### src/rtl/prt_table.sv
// ----------------------------------------------------------------------------
// prt_table
// Single-port-write, single-port-read table with registered read data and an
// equality match against a key.
// ----------------------------------------------------------------------------
module prt_table #(
    parameter int WIDTH = 256,
    parameter int DEPTH = 16,
    parameter int AW    = 4
) (
    input  logic             clk,
    input  logic             rst_n,
    input  logic             wr_en,
    input  logic [AW-1:0]    wr_addr,
    input  logic [WIDTH-1:0] wr_data,
    input  logic             rd_en,
    input  logic [AW-1:0]    rd_addr,
    input  logic [WIDTH-1:0] key,
    output logic             match
);

    logic [WIDTH-1:0] mem [DEPTH];
    logic [WIDTH-1:0] rd_data_reg;
    logic             rd_vld_reg;

    always_ff @(posedge clk)
    begin
        if (wr_en)
        begin
            mem[wr_addr] <= wr_data;
        end
        if (rd_en)
        begin
            rd_data_reg <= mem[rd_addr];
        end
    end

    always_ff @(posedge clk or negedge rst_n)
    begin
        if (!rst_n)
        begin
            rd_vld_reg <= 1'b0;
        end
        else
        begin
            rd_vld_reg <= rd_en;
        end
    end

    assign match = rd_vld_reg && (rd_data_reg == key);

endmodule

### config.mk
export PLATFORM = sky130hd
export DESIGN_NAME = prt_table
export DESIGN_NICKNAME = d
export VERILOG_FILES = /design/src/rtl/prt_table.sv
export SDC_FILE = /design/constraint.sdc
export NUM_CORES = 2
export LEC_CHECK = 0
export BUFFER_PORTS_ARGS = -buffer_cell sky130_fd_sc_hd__buf_2
export CORE_MARGIN = 2
export CORE_UTILIZATION = 54
export CTS_BUF_LIST = sky130_fd_sc_hd__clkbuf_16
export DETAILED_ROUTE_END_ITERATION = 8
export GPL_ROUTABILITY_DRIVEN = 0
export PLACE_DENSITY_LB_ADDON = 0.1
export SYNTH_ARGS = -nofsm -noshare
export SYNTH_HDL_FRONTEND = slang
export SYNTH_SLANG_ARGS = --single-unit
### constraint.sdc
create_clock -name clk -period 5.2 [get_ports clk]
set_input_delay 1.04 -clock clk [delete_from_list [all_inputs] [get_ports clk]]
set_output_delay 1.04 -clock clk [all_outputs]
set_load 0.01 [all_outputs]
==> impl_metrics.tcl <==
set metrics [dict create \
    cp.arrival_ns 4.01 \
    avgSynthCellArea_um2 25.34 \
    place_ws_ns -0.3435 \
    fin_cells 11950 \
    start_util_pct 54.29 \
    rsz0062_at_grt "false" \
    clkLatencyLatePin_ns 0.97 \
    yosysUniqueCellTypes 38 \
    p_total_w 0.07465 \
    ant_nets 0 \
    port_buffers 524 \
    maxCapViolCount 0 \
    cp.buffers_inverters 2 \
    period_share_pct 97.18 \
    dieArea_um2 309100 \
    vias_per_cell 6.463 \
    hp-class "in2async" \
    vias 77210 \
    drt_wl_total_mm 455.2 \
    ys_seq_area_share_pct 79.45 \
    globalRouteTotalUtil_pct 29.54 \
    post-cts-setup-buffers 0 \
    peakVddDrop_uv 332.0 \
    max_freq_mhz 197.9 \
    antenna_found_initial 182 \
    setup_viol 0 \
    required_ns 4.16 \
    cp.depth 8 \
    end_kind "output port" \
    ctsLongestPathBuffers 4 \
    synth_edf_count 4352 \
    timing.hold.ws_ns 0.4391 \
    synth_cells 6493 \
    timing.rr.start "mem[5][251]" \
    worst_slack_ns 0.1469 \
    crit_fanout 2 \
    drt-initial-drc-count 10430 \
    clock_sinks 4353 \
    final_cell_area_um2 189500 \
    async_reset_ff_share_pct 0.02297 \
    path_cells "nor2b_1 -> a2111o_1 -> nor4_1 -> nand4_1 -> nor4_2 -> and4_1 -> buf_12 -> buf_2" \
    wl_per_cell_um 38.10 \
    die_x_um 556.0 \
    syn_area_um2 164500 \
    io_pins 525 \
    largest_register_ffs 4096 \
    dp_hpwl_mm 284.3 \
    placedCellCount 11060 \
    p_leak_nw 60.67 \
    grt_overflow 0 \
    ys_top_cells_by_area "edfxtp_1 (79%), mux4_2 (17%), xnor2_1 (0.53%)" \
    post-route-min-period_ns 5.053 \
    drt_first_pass_iters 5 \
    cts_root_buf "clkbuf_16" \
    synth_commonest_cells "edfxtp_1 (4352), mux4_2 (1257), clkbuf_1 (144)" \
    final_nets 8043 \
    cts_tree "built" \
    power_density_nw_per_um2 393.9 \
    synth_most_common_cell "edfxtp_1" \
    rrSetupSlack_ns 3.33 \
    cp_slowest_stage_delay_ns 0.66 \
    start_kind "register" \
    yosysWarnings 0 \
    drive_above_1_share_pct 35.02 \
    place_area_um2 175400 \
    synth_nets 7017 \
    yosysTopAreaCell "edfxtp_1" \
    grt_pass1_wl_mm 623.0 \
    maxSlewHeadroom_pct 13.28 \
    ys_ff_latch 4353 \
    grt_max_degree 86 \
    drc 0 \
    hold_viol_final 0 \
    status "completed" \
    h-tree-depth 5 \
    cts_buffers 433 \
    crit_family "simple AND/OR/NAND/NOR gates" \
    grt_pass1_vias 76200 \
    syn_to_final_growth_pct 15.20 \
    yosysTopAreaCellShare_pct 79.44 \
    core.rowCount 202 \
    synthFlopType "edfxtp_1" \
    tightest_slew_ns 1.301 \
    r2r-end "rd_data_reg[251]" \
    cp_slowest_cell "nor4_1" \
    clkTransAtPathRegs_ns 0.06 \
    criticalPathCategory "reg2out" \
    clock_skew_ns 0.05736 \
    final-max-slew-violation-count 0 \
    fp.dieH_um 556.0 \
    r2r_cells 4 \
    core_area_um2 303000 \
]
[report_power, final]
group          switching, W  total, W  internal, W
Sequential         0.000338    0.0399       0.0395
Clock                0.0132    0.0304       0.0172
Combinational       0.00260   0.00437      0.00177
[stage by stage]
step,setup TNS (ns),utilization [%]
global route,0,62.51
floorplan,-4365.54,-
global placement,-0.2329,57.89
CTS,0,62.47
detailed placement,-0.3435,57.89
finish,0,62.54
[layout by cell type, fill, tap and decap left out, types with 29 or more instances in the layout]
| cell type | n |
|---|---|
| buf_12 | 148 |
| buf_2 | 519 |
| buf_4 | 211 |
| bufinv_16 | 39 |
| clkbuf_16 | 437 |
| clkinv_1 | 110 |
| clkinv_2 | 87 |
| diode_2 | 86 |
| edfxtp_1 | 4352 |
| inv_1 | 178 |
| mux4_2 | 1257 |
| nand2b_1 | 35 |
| nand4_1 | 33 |
| nor2b_1 | 74 |
| nor4_1 | 29 |
| o22ai_1 | 32 |
| xnor2_1 | 98 |
| xor2_1 | 41 |
[worst max path at each step]
stage | startpoint | to | slack (ns)
after CTS | rd_data_reg[125] | match | 0.10
final | rd_data_reg[253] | match | 0.15
after global placement | key[50] | match | -0.23
after global routing | rd_data_reg[240] | match | 0.16
after detailed placement | key[50] | match | -0.34
after floorplan | wr_addr[2] | mem[0][0] | -2.86
[repair_timing]
action,4_1_cts,5_1_grt
resized for setup,4,0
endpoints found under the hold margin,1,0
setup endpoints to repair,1,0
hold buffers,1,0
[area by class of cell]
cell class / count / area [µm²]
inverters: 88 / 330.3
multi-input cells: 1760 / 32230
diodes: 86 / 215.2
well taps: 3978 / 4977
clock inverters: 362 / 2915
repair buffers: 883 / 7214
flip-flops and latches: 4353 / 130700
clock buffers: 437 / 10940
fillers: 20170 / 113500
[kinds of logic after synthesis]
kind of cell | Yosys count | share of synthesized area (%)
DFF | 4353 | 79.45
and+or+nand+nor | 205 | 0.7537
muxes | 1280 | 17.35
buffers and inverters | 380 | 1.075
xor gates and xnor gates | 140 | 0.7453
AOI/OAI and AO/OA | 135 | 0.6237
[routing by layer]
| metal | up-vias | part of all wire (%) | global-route usage (%) |
|---|---|---|---|
| met5 | - | 0.085 | 0 |
| met4 | 66 | 6.0 | 15.71 |
| met3 | 878 | 8.4 | 4.882 |
| met2 | 3903 | 48 | 45.80 |
| met1 | 41890 | 38 | 40.94 |
| li1 | 30470 | - | - |
No activity file was read; power rests on OpenSTA's default activity.
